$ cat src/rtl/core/sbb_pkg.sv
`default_nettype none

package sbb_pkg;

  // Input item kinds.
  localparam logic KIND_LOAD = 1'b0;
  localparam logic KIND_READ = 1'b1;

  // Configuration register indexes.
  localparam logic [1:0] CFG_WIDTH  = 2'd0;
  localparam logic [1:0] CFG_HEIGHT = 2'd1;
  localparam logic [1:0] CFG_RADIUS = 2'd2;

  // Field widths fixed by the interface.
  localparam int CFG_DATA_W = 9;
  localparam int SAMPLE_W   = 8;
  localparam int VALUE_W    = 16;

  typedef enum logic [3:0] {
    ST_IDLE,
    ST_RESP,
    ST_LINE,
    ST_PRE_RD,
    ST_PRE_ACC,
    ST_DIV_START,
    ST_DIV_WAIT,
    ST_ADD_RD,
    ST_ADD_ACC,
    ST_SUB_RD,
    ST_SUB_ACC,
    ST_NEXT
  } state_t;

  typedef enum logic [1:0] {
    POS_PREFILL,
    POS_ADD,
    POS_SUB
  } pos_sel_t;

  typedef struct packed {
    logic     load_wr;
    logic     load_restart;
    logic     latch_frame;
    logic     read_issue;
    logic     out_load;
    logic     line_init;
    logic     pre_acc;
    logic     k_inc;
    logic     div_start;
    logic     div_store;
    logic     add_acc;
    logic     sub_acc;
    logic     next_pixel;
    logic     next_line;
    logic     next_pass;
    pos_sel_t pos_sel;
  } cmd_t;

  typedef struct packed {
    logic load_done;
    logic pre_last;
    logic div_done;
    logic add_ok;
    logic sub_ok;
    logic pix_last;
    logic line_last;
    logic vert_pass;
  } status_t;

endpackage

`default_nettype wire

$ cat src/rtl/core/sbb_ctrl.sv
`default_nettype none

module sbb_ctrl (
  input  wire logic              clk,
  input  wire logic              rst,
  input  wire logic              req_valid,
  output logic                   req_ready,
  input  wire logic              kind,
  output logic                   res_valid,
  input  wire logic              res_ready,
  input  wire sbb_pkg::status_t  status,
  output sbb_pkg::cmd_t          cmd
);

  sbb_pkg::state_t state, state_next;
  logic frame_ready, frame_ready_next;
  logic res_valid_next;
  logic req_fire;

  always_ff @(posedge clk) begin
    if (rst) begin
      state       <= sbb_pkg::ST_IDLE;
      frame_ready <= 1'b0;
      res_valid   <= 1'b0;
    end else begin
      state       <= state_next;
      frame_ready <= frame_ready_next;
      res_valid   <= res_valid_next;
    end
  end

  assign req_fire = req_valid && req_ready;

  always_comb begin
    state_next       = state;
    frame_ready_next = frame_ready;
    res_valid_next   = res_valid && !res_ready;
    cmd              = '0;
    cmd.pos_sel      = sbb_pkg::POS_PREFILL;
    req_ready        = 1'b0;
    case (state)
      sbb_pkg::ST_IDLE: begin
        req_ready = (kind == sbb_pkg::KIND_LOAD) || !res_valid || res_ready;
        if (req_fire) begin
          if (kind == sbb_pkg::KIND_LOAD) begin
            cmd.load_wr      = 1'b1;
            cmd.load_restart = frame_ready;
            frame_ready_next = 1'b0;
            if (status.load_done) begin
              cmd.latch_frame = 1'b1;
              state_next      = sbb_pkg::ST_LINE;
            end
          end else if (frame_ready) begin
            cmd.read_issue = 1'b1;
            state_next     = sbb_pkg::ST_RESP;
          end
        end
      end
      sbb_pkg::ST_RESP: begin
        cmd.out_load   = 1'b1;
        res_valid_next = 1'b1;
        state_next     = sbb_pkg::ST_IDLE;
      end
      sbb_pkg::ST_LINE: begin
        cmd.line_init = 1'b1;
        state_next    = sbb_pkg::ST_PRE_RD;
      end
      sbb_pkg::ST_PRE_RD: begin
        state_next = sbb_pkg::ST_PRE_ACC;
      end
      sbb_pkg::ST_PRE_ACC: begin
        cmd.pre_acc = 1'b1;
        if (status.pre_last) begin
          state_next = sbb_pkg::ST_DIV_START;
        end else begin
          cmd.k_inc  = 1'b1;
          state_next = sbb_pkg::ST_PRE_RD;
        end
      end
      sbb_pkg::ST_DIV_START: begin
        cmd.div_start = 1'b1;
        state_next    = sbb_pkg::ST_DIV_WAIT;
      end
      sbb_pkg::ST_DIV_WAIT: begin
        if (status.div_done) begin
          cmd.div_store = 1'b1;
          if (status.add_ok) begin
            state_next = sbb_pkg::ST_ADD_RD;
          end else if (status.sub_ok) begin
            state_next = sbb_pkg::ST_SUB_RD;
          end else begin
            state_next = sbb_pkg::ST_NEXT;
          end
        end
      end
      sbb_pkg::ST_ADD_RD: begin
        cmd.pos_sel = sbb_pkg::POS_ADD;
        state_next  = sbb_pkg::ST_ADD_ACC;
      end
      sbb_pkg::ST_ADD_ACC: begin
        cmd.add_acc = 1'b1;
        state_next  = status.sub_ok ? sbb_pkg::ST_SUB_RD : sbb_pkg::ST_NEXT;
      end
      sbb_pkg::ST_SUB_RD: begin
        cmd.pos_sel = sbb_pkg::POS_SUB;
        state_next  = sbb_pkg::ST_SUB_ACC;
      end
      sbb_pkg::ST_SUB_ACC: begin
        cmd.sub_acc = 1'b1;
        state_next  = sbb_pkg::ST_NEXT;
      end
      sbb_pkg::ST_NEXT: begin
        if (!status.pix_last) begin
          cmd.next_pixel = 1'b1;
          state_next     = sbb_pkg::ST_DIV_START;
        end else if (!status.line_last) begin
          cmd.next_line = 1'b1;
          state_next    = sbb_pkg::ST_LINE;
        end else if (!status.vert_pass) begin
          cmd.next_pass = 1'b1;
          state_next    = sbb_pkg::ST_LINE;
        end else begin
          frame_ready_next = 1'b1;
          state_next       = sbb_pkg::ST_IDLE;
        end
      end
      default: begin
        state_next = sbb_pkg::ST_IDLE;
      end
    endcase
  end

  assert property (@(posedge clk) disable iff (rst)
    state == sbb_pkg::ST_RESP |-> !res_valid)
    else $error("result register overwritten while still full");
  assert property (@(posedge clk) disable iff (rst)
    $rose(frame_ready) |-> $past(state) == sbb_pkg::ST_NEXT)
    else $error("frame marked ready outside the end of the vertical pass");

endmodule

`default_nettype wire

$ cat config.mk
export PLATFORM = sky130hd
export DESIGN_NAME = sbb_ctrl
export DESIGN_NICKNAME = d
export VERILOG_FILES = /design/src/rtl/core/sbb_pkg.sv /design/src/rtl/core/sbb_ctrl.sv
export SDC_FILE = /design/constraint.sdc
export NUM_CORES = 1
export LEC_CHECK = 0
export ABC_AREA = 1
export BUFFER_PORTS_ARGS = -buffer_cell sky130_fd_sc_hd__buf_2
export CAP_MARGIN = 30
export CORE_MARGIN = 2
export CORE_UTILIZATION = 30
export CTS_BUF_LIST = sky130_fd_sc_hd__clkbuf_16
export DETAILED_ROUTE_END_ITERATION = 16
export GPL_TIMING_DRIVEN = 1
export PLACE_DENSITY_LB_ADDON = 0.12
export SYNTH_ARGS = -nofsm -noshare
export SYNTH_HDL_FRONTEND = slang
export SYNTH_SLANG_ARGS = --single-unit
$ cat constraint.sdc
create_clock -name clk -period 1.2 [get_ports clk]
set_input_delay 0.06 -clock clk [delete_from_list [all_inputs] [get_ports clk]]
set_output_delay 0.06 -clock clk [all_outputs]
set_load 0.03 [all_outputs]
==> results.cfg, run 1 <==
[grt]
grt.overflow.total = 0
grt_pass1_vias = 941
grt_pass1_wl_mm = 3.95
antenna_found_initial = 0
grt_usage_pct = 19.9
grt_max_degree = 7

[setup_path]
critPathTopFamily = flip-flops
crit_chain = inv_4, ha_4, inv_4, nor2_4, nand2_4, inv_2, nand2_2, nor2_4, buf_6
worst-r2r-setup-slack_ps = -220
slowest_delay_ps = 360
crit_required_ps = 1140
startpoint_type = flop
r2r-start = state[2]$_SDFFE_PP0P_
crit_buf_inv = 4
cp.arrival_ps = 1410
crit_type = flop to output port
crit_fanout = 3
worst_setup_path_end_kind = output port
rr_worst_depth = 10
slowest_stage = dfxtp_4
r2r_end = state[1]$_SDFFE_PP0P_

[cells_and_area]
seqCellArea_um2 = 133
multi_input_comb_area_um2 = 662
fin_util_pct = 72.0
n_fill_cell = 172
layout_commonest_cell = buf_6
fin_area_mm2 = 0.00155
final_cell_mix = buf_6, buf_4, nand2_1
nNetsFinal = 202
syn2layout_area_growth_pct = 132
drive_gt1_share_pct = 64.7
antenna_cells = 0

[worst_hold_path]
holdPathEnd = res_valid$_SDFF_PP0_
hp-start = res_ready
hp-class = input pin to flop
min_path_cells = 3

[flow_run]
drv_cap = 0

[clock_network]
cts.sinks = 6
clk_latency_ps = 230
cts.clk_slew.worst_paths_ps = 30
cts_root_buffer = clkbuf_16
cts_tree = done
cts-htree-levels = 1
clock_path_buffers = 2
cts_made_buffers = 3

[routing]
dr.pass1.iters = 4
antenna_left = 0
wire_per_inst_um = 11.5
num_vias = 966
remaining_drc_errors = 0
initialDrtViolationCount = 7
drt_wl_total_mm = 2.44
viasPerCell = 4.56

[pwr]
powerDensity_mw_per_mm2 = 2480
finalPower_mw = 3.84
power_leakage_nw = 0.779
peakVddDrop_v = 0.00204

[placement]
pre_cts_slack_ps = -180
placed_cell_area_mm2 = 0.00109
io_buffers = 31
place_congestion = 0.846
place_hpwl_mm = 1.74

[yosys]
syn-num-nets = 138
syn-cell-area_um2 = 668
ys_warn_count = 0
yosys_most_used_dff = dfxtp_1
synth_edf_count = 0
syn_avg_cell_area_um2 = 5.48
synth_cell_types = 21
synth_seq_cells = 6
async_flop_share_pct = 0
synthCells = 122
ys_seq_area_share_pct = 18.0

[sta]
fin_ws_ps = -269
slew_headroom_pct = 80.4
hold_violations = 0
finalCritPeriodShare_pct = 122
finalSetupViolations = 24
fin_worst_skew_ps = 0.971
drv_slew = 0
worst_pin_slew_ps = 294
min_period_ps = 1470
fmax_ghz = 0.681
rsz0062_at_grt = yes

[floorplan]
die_area_mm2 = 0.00262
row_count = 17
dieHeight_um = 51.2
num_io_pins = 32
start_util_pct = 31.1
die_w_um = 51.2
core_area_mm2 = 0.00215

[run_status]
violations = setup timing
status = finished with violations
## cell families (layout without fill, tap and decap cells)
| logic type | after synthesis | in the layout | share of synthesized area (%) |
|---|---|---|---|
| simple gates | 68 | 68 | 46.4 |
| buf+inv | 29 | 91 | 16.9 |
| compound gates | 16 | 16 | 13.1 |
| flops | 6 | 6 | 18.0 |
| fa+ha+maj | 3 | 3 | 5.62 |
## per-stage QoR
step	hold WS [ps]	std cells	setup TNS, ps
finish	181	212	-3770
global route	205	212	-4990
CTS	180	207	-3800
detailed placement	242	198	-1700
global placement	236	198	-1430
floorplan	126	122	-1090
## registers in the layout (all words and copies together), names as in the netlist
name         count
frame_ready      1
res_valid        1
state            4
## metal layers
metal	wire (um)	GRT usage, %
met1	1050	24.2
met2	1280	35.5
met3	67	0.877
met4	42	9.46
met5	0	0
## Yosys cell counts (2+ instances only)
library cell | count | area (um^2)
inv_1 | 25 | 93.8
nor2_1 | 25 | 93.8
nand2_1 | 23 | 86.3
nand3_1 | 8 | 40.0
dfxtp_1 | 6 | 120
o21ai_0 | 5 | 25.0
o21ai_1 | 5 | 25.0
nor2_2 | 4 | 25.0
a21oi_1 | 3 | 15.0
ha_1 | 3 | 37.5
inv_2 | 3 | 11.3
nand2_2 | 2 | 12.5
nand3b_1 | 2 | 15.0
## power by group
group	internal (mW)	switching, mW
clock	0.427	0.107
combinational	1.30	1.58
sequential	0.303	0.131
total	2.03	1.82
## layout make-up
| cell class | instances | area share, % |
|---|---|---|
| sequential | 6 | 8.57 |
| clock buffer | 3 | 4.85 |
| inverter | 28 | 8.08 |
| multi-input combinational | 87 | 42.8 |
| timing repair buffer | 60 | 33.5 |
| tap | 28 | 2.26 |
## worst max path at each step
stage / cells after the start / endpoint / startpoint
after CTS: 7 / cmd[14] / state[2]$_SDFFE_PP0P_
final: 9 / cmd[2] / state[2]$_SDFFE_PP0P_
after floorplan: 6 / cmd[13] / state[3]$_SDFFE_PP0P_
after global routing: 9 / cmd[2] / state[2]$_SDFFE_PP0P_
after global placement: 10 / state[2]$_SDFFE_PP0P_ / state[2]$_SDFFE_PP0P_
after detailed placement: 10 / state[2]$_SDFFE_PP0P_ / state[2]$_SDFFE_PP0P_
## repair_timing
item | CTS | global route
endpoints found under the hold margin | 1 | 0
pin swaps | 20 | 11
setup buffers | 5 | 7
setup endpoints to repair | 24 | 24
gates resized for setup | 75 | 23
hold buffers | 1 | 0
## worst min-delay path: stages
cell    delay, ps
buf_2          90
nor2_1         40
o21a_1        170
No activity file was read; power rests on OpenSTA's default activity.
==> run 2, diff against run 1 <==
--- a/config.mk
+++ b/config.mk
@@ -10,7 +10,7 @@
 export CAP_MARGIN = 30
 export CORE_MARGIN = 2
 export CORE_UTILIZATION = 30
-export CTS_BUF_LIST = sky130_fd_sc_hd__clkbuf_16
+export CTS_BUF_LIST = sky130_fd_sc_hd__clkbuf_4 sky130_fd_sc_hd__clkbuf_8 sky130_fd_sc_hd__clkbuf_16
 export DETAILED_ROUTE_END_ITERATION = 16
 export GPL_TIMING_DRIVEN = 1
 export PLACE_DENSITY_LB_ADDON = 0.12
==> results.cfg, run 2 (synthesized netlist as in run 1, its figures left out) <==
[floorplan]
row_count = 17
num_io_pins = 32
dieHeight_um = 51.2
die_area_mm2 = 0.00262
start_util_pct = 31.1
core_area_mm2 = 0.00215
die_w_um = 51.2

[setup_path]
crit_required_ps = 1140
worst-r2r-setup-slack_ps = -230
startpoint_type = flop
worst_setup_path_end_kind = output port
cp.arrival_ps = 1420
crit_fanout = 3
crit_type = flop to output port
rr_worst_depth = 9

[routing]
wire_per_inst_um = 11.4
num_vias = 978
dr.pass1.iters = 4
antenna_left = 0
initialDrtViolationCount = 12
drt_wl_total_mm = 2.44
remaining_drc_errors = 0
viasPerCell = 4.57

[sta]
fmax_ghz = 0.675
hold_violations = 0
fin_worst_skew_ps = 4.47
drv_slew = 0
finalSetupViolations = 24
finalCritPeriodShare_pct = 124
fin_ws_ps = -282
worst_pin_slew_ps = 290
slew_headroom_pct = 80.6
rsz0062_at_grt = yes
min_period_ps = 1480

[run_status]
violations = setup timing
status = finished with violations

[cells_and_area]
antenna_cells = 0
fin_cells = 214
layout_commonest_cell = buf_6
reg_top3 = state x4, frame_ready x1, res_valid x1
final_cell_mix = buf_6, buf_4, nand2_1
syn2layout_area_growth_pct = 127
nNetsFinal = 204
drive_gt1_share_pct = 66.1
n_fill_cell = 171
top_register = state
largest_reg_flops = 4

[clock_network]
cts-htree-levels = 1
cts.sinks = 6
cts_tree = done
clock_path_buffers = 2
cts_root_buffer = clkbuf_4
cts_made_buffers = 3
cts.clk_slew.worst_paths_ps = 40
clk_latency_ps = 240

[placement]
io_buffers = 31
place_hpwl_mm = 1.74
place_congestion = 0.846
dp.cells = 198
pre_cts_slack_ps = -180

[grt]
antenna_found_initial = 0
grt_usage_pct = 19.5
grt_pass1_vias = 921
grt_pass1_wl_mm = 3.88
grt.overflow.total = 0
grt_max_degree = 7

[pwr]
p_comb_share_pct = 83.0
power_leakage_nw = 0.761
internal_power_mw = 1.79
powerDensity_mw_per_mm2 = 2370
switchingPower_mw = 1.80
peakVddDrop_v = 0.00181
seqPwrFrac_pct = 12.0
p_sw_share_pct = 50.1
clkPwrFrac_pct = 5.0

[flow_run]
drv_cap = 0

[worst_hold_path]
min_path_cells = 3
hp-class = input pin to flop
[run 2: cell types whose count changed in the layout (fill, tap and decap cells not counted), sizes merged]
cell	before	now
buf	59	61
[run 2: metrics by stage]
| step | total power, mW | hold slack [ps] | TNS (ps) | utilization (%) | area (um^2) |
|---|---|---|---|---|---|
| after detailed placement | 2.56 | 242 | -1700 | 50.6 | 1090 |
| after global placement | 2.55 | 236 | -1430 | 50.6 | 1090 |
| final | 3.59 | 168 | -4470 | 70.5 | 1510 |
| after floorplan | 1.83 | 126 | -1090 | - | 772 |
| after global routing | 3.84 | 166 | -5810 | 70.5 | 1510 |
| after CTS | 3.36 | 167 | -4120 | 65.2 | 1400 |
[run 2: worst paths after layout]
kind                               from                    end
hold reg to reg   state[2]$_SDFFE_PP0P_  state[2]$_SDFFE_PP0P_
setup reg to reg  state[3]$_SDFFE_PP0P_   res_valid$_SDFF_PP0_
setup / recovery  state[2]$_SDFFE_PP0P_                cmd[13]
hold / removal                res_ready   res_valid$_SDFF_PP0_
[run 2: layout make-up]
cell class	instances	area [um^2]	area share, %
Sequential cell	6	133	8.76
Tap cell	28	35.0	2.31
Multi-Input combinational cell	87	663	43.8
Clock buffer	3	22.5	1.49
Timing Repair Buffer	62	541	35.7
Inverter	28	120	7.93
[run 2: power by group through the flow]
stage	combinational [mW]	clock (mW)	sequential, mW
final	2.98	0.181	0.430
after global routing	3.19	0.206	0.438
after CTS	2.75	0.188	0.416
after detailed placement	2.18	0	0.371
after global placement	2.18	0	0.369
after floorplan	1.46	0	0.365
[run 2: what timing repair did]
item,in CTS,in global routing
endpoints found under the hold margin,1,0
hold buffers,1,0
cloned,0,0
pin swaps,19,12
resized for setup,78,20
setup endpoints to repair,24,24
setup buffers,5,8
[run 2: worst max-delay path, stage by stage, from the launching register on]
cell and delay [ps]:
dfxtp_4 360, inv_4 70, ha_4 160, inv_4 50, nor3_4 190, nand3_2 120
nor2_4 90, buf_6 130
[run 2: per-layer routing]
metal  vias up  wire (um)  GRT usage (%)
li1        503          -              -
met1       441       1050           24.1
met2        30       1280           34.8
met3         4         77          0.877
met4         0         31           8.11
met5         -          0              0
==> run 3, diff against run 2 <==
--- a/config.mk
+++ b/config.mk
@@ -5,7 +5,6 @@
 export SDC_FILE = /design/constraint.sdc
 export NUM_CORES = 1
 export LEC_CHECK = 0
-export ABC_AREA = 1
 export BUFFER_PORTS_ARGS = -buffer_cell sky130_fd_sc_hd__buf_2
 export CAP_MARGIN = 30
 export CORE_MARGIN = 2
==> results.cfg, run 3 <==
[yosys]
ys_warn_count = 0
synth_cell_types = 35
synth_common_cells = nor2_1, and2_1, inv_1
synthCells = 86
yosysMostFrequentCell = nor2_1
yosys_most_used_dff = dfxtp_1
syn-cell-area_um2 = 634
async_flop_share_pct = 0
synth_top_area_share_pct = 18.9
syn-num-nets = 102
synth_top_area_cell = dfxtp_1
synth_edf_count = 0
syn_avg_cell_area_um2 = 7.38
yosys-top-cells-area = dfxtp_1, and2_1, ha_1
ys_seq_area_share_pct = 18.9
synth_seq_cells = 6

[clock_network]
cts.sinks = 6
cts-hold-fix-buffers = 0
cts_root_buffer = clkbuf_4
cts-htree-levels = 1
clock_path_buffers = 2
cts.clk_slew.worst_paths_ps = 50
cts_tree = done
clk_latency_ps = 240
cts_made_buffers = 3

[sta]
drv_slew = 0
fin_ws_ps = -459
worst_pin_slew_ps = 367
finalSetupViolations = 23
hold_violations = 0
setup_tns_ps = -6310
slew_headroom_pct = 75.3
rsz0062_at_grt = yes
fin_worst_skew_ps = 1.00
fmax_ghz = 0.603
whs_ps = 78.1
finalCritPeriodShare_pct = 138
min_period_ps = 1660

[placement]
dp.cells = 164
pre_cts_slack_ps = -462
io_buffers = 31
place_congestion = 0.951
placed_cell_area_mm2 = 0.00104
place_hpwl_mm = 1.71

[pwr]
finalPower_mw = 0.684
peakVddDrop_v = 0.000657
power_leakage_nw = 0.617
powerDensity_mw_per_mm2 = 485

[routing]
remaining_drc_errors = 0
viasPerCell = 4.91
dr.pass1.iters = 4
drt_wl_total_mm = 2.49
antenna_left = 0
num_vias = 855
initialDrtViolationCount = 11
wire_per_inst_um = 14.3

[floorplan]
die_area_mm2 = 0.00250
core_area_mm2 = 0.00198
dieHeight_um = 50.0
row_count = 16
start_util_pct = 32.0
die_w_um = 50.0
num_io_pins = 32

[grt]
grt_pass1_wl_mm = 3.75
grt_usage_pct = 19.7
grt.overflow.total = 0
grt_pass1_vias = 832
antenna_found_initial = 0
grt_max_degree = 10

[run_status]
violations = setup timing
status = finished with violations

[cells_and_area]
drive_gt1_share_pct = 74.1
fin_cells = 174
fin_area_mm2 = 0.00141
antenna_cells = 0
final_cell_mix = buf_6, buf_4, buf_2
nNetsFinal = 165
largest_reg_flops = 4
reg_top3 = state x4, frame_ready x1, res_valid x1
syn2layout_area_growth_pct = 122
layout_commonest_cell = buf_6
top_register = state
fin_util_pct = 71.1

[flow_run]
drv_cap = 0

[setup_path]
worst_setup_path_end_kind = flop
crit_type = flop to flop
crit_fanout = 3
crit_required_ps = 1330
startpoint_type = flop
cp.arrival_ps = 1790

[worst_hold_path]
hp-class = input pin to flop
## run 3: cell types whose count changed after synthesis, moves of 4 or more
cell | previous run | this run
nor2b_1 | 0 | 6
nor2_1 | 25 | 8
o21ai_1 | 5 | 0
inv_1 | 25 | 7
nand2_1 | 23 | 3
and2_1 | 0 | 7
nand3_1 | 8 | 3
nand2b_1 | 0 | 4
nor2_2 | 4 | 0
## run 3: where the power goes
part | switching [mW] | internal [mW]
combinational | 0.136 | 0.148
clock | 0.0778 | 0.114
sequential | 0.00560 | 0.204
total | 0.220 | 0.465
## run 3: layout make-up
type                    instances  area (um^2)
repair buffers                 62          549
inverters                       7         32.5
fillers                       148          572
clock buffers                   3         22.5
flip-flops and latches          6          128
multi-input cells              69          644
well taps                      27         33.8
## run 3: worst max-delay path, stage by stage (launching register included)
cell       delay (ps)
dfxtp_2           330
inv_2              80
ha_4              140
or3b_4            390
a31oi_4           200
a2bb2oi_4         100
mux2_4            300
## run 3: kinds of logic (layout without fill, tap and decap cells)
group | Yosys count | after routing | share of synthesized area [%]
fa+ha+maj | 3 | 3 | 5.92
mux | 2 | 2 | 3.94
simple gates | 44 | 44 | 39.3
flops | 6 | 6 | 18.9
compound gates | 20 | 20 | 25.1
buf+inv | 11 | 72 | 6.90
## run 3: timing repair
action | in CTS | in global routing
setup endpoints to repair | 23 | 23
pin swaps | 9 | 11
gates resized for setup | 60 | 24
endpoints found under the hold margin | 0 | 0
setup buffers | 6 | 3
## run 3: metal layers
| layer | routed length (um) | up-vias | global-route usage [%] |
|---|---|---|---|
| met2 | 1380 | 25 | 37.7 |
| met1 | 999 | 398 | 22.3 |
| met5 | 0 | - | 0 |
| met4 | 0 | 0 | 1.39 |
| li1 | - | 432 | - |
| met3 | 104 | 0 | 4.85 |
## run 3: worst paths after layout
check | startpoint | endpoint | slack (ps) | depth (start not counted)
worst max-delay path | state[3]$_SDFFE_PP0P_ | state[3]$_SDFFE_PP0P_ | -460 | 6
worst min-delay path | status[5] | state[1]$_SDFFE_PP0P_ | 80 | 2
worst max register to register | state[3]$_SDFFE_PP0P_ | state[3]$_SDFFE_PP0P_ | -460 | 6
worst min register to register | res_valid$_SDFF_PP0_ | res_valid$_SDFF_PP0_ | 600 | 3
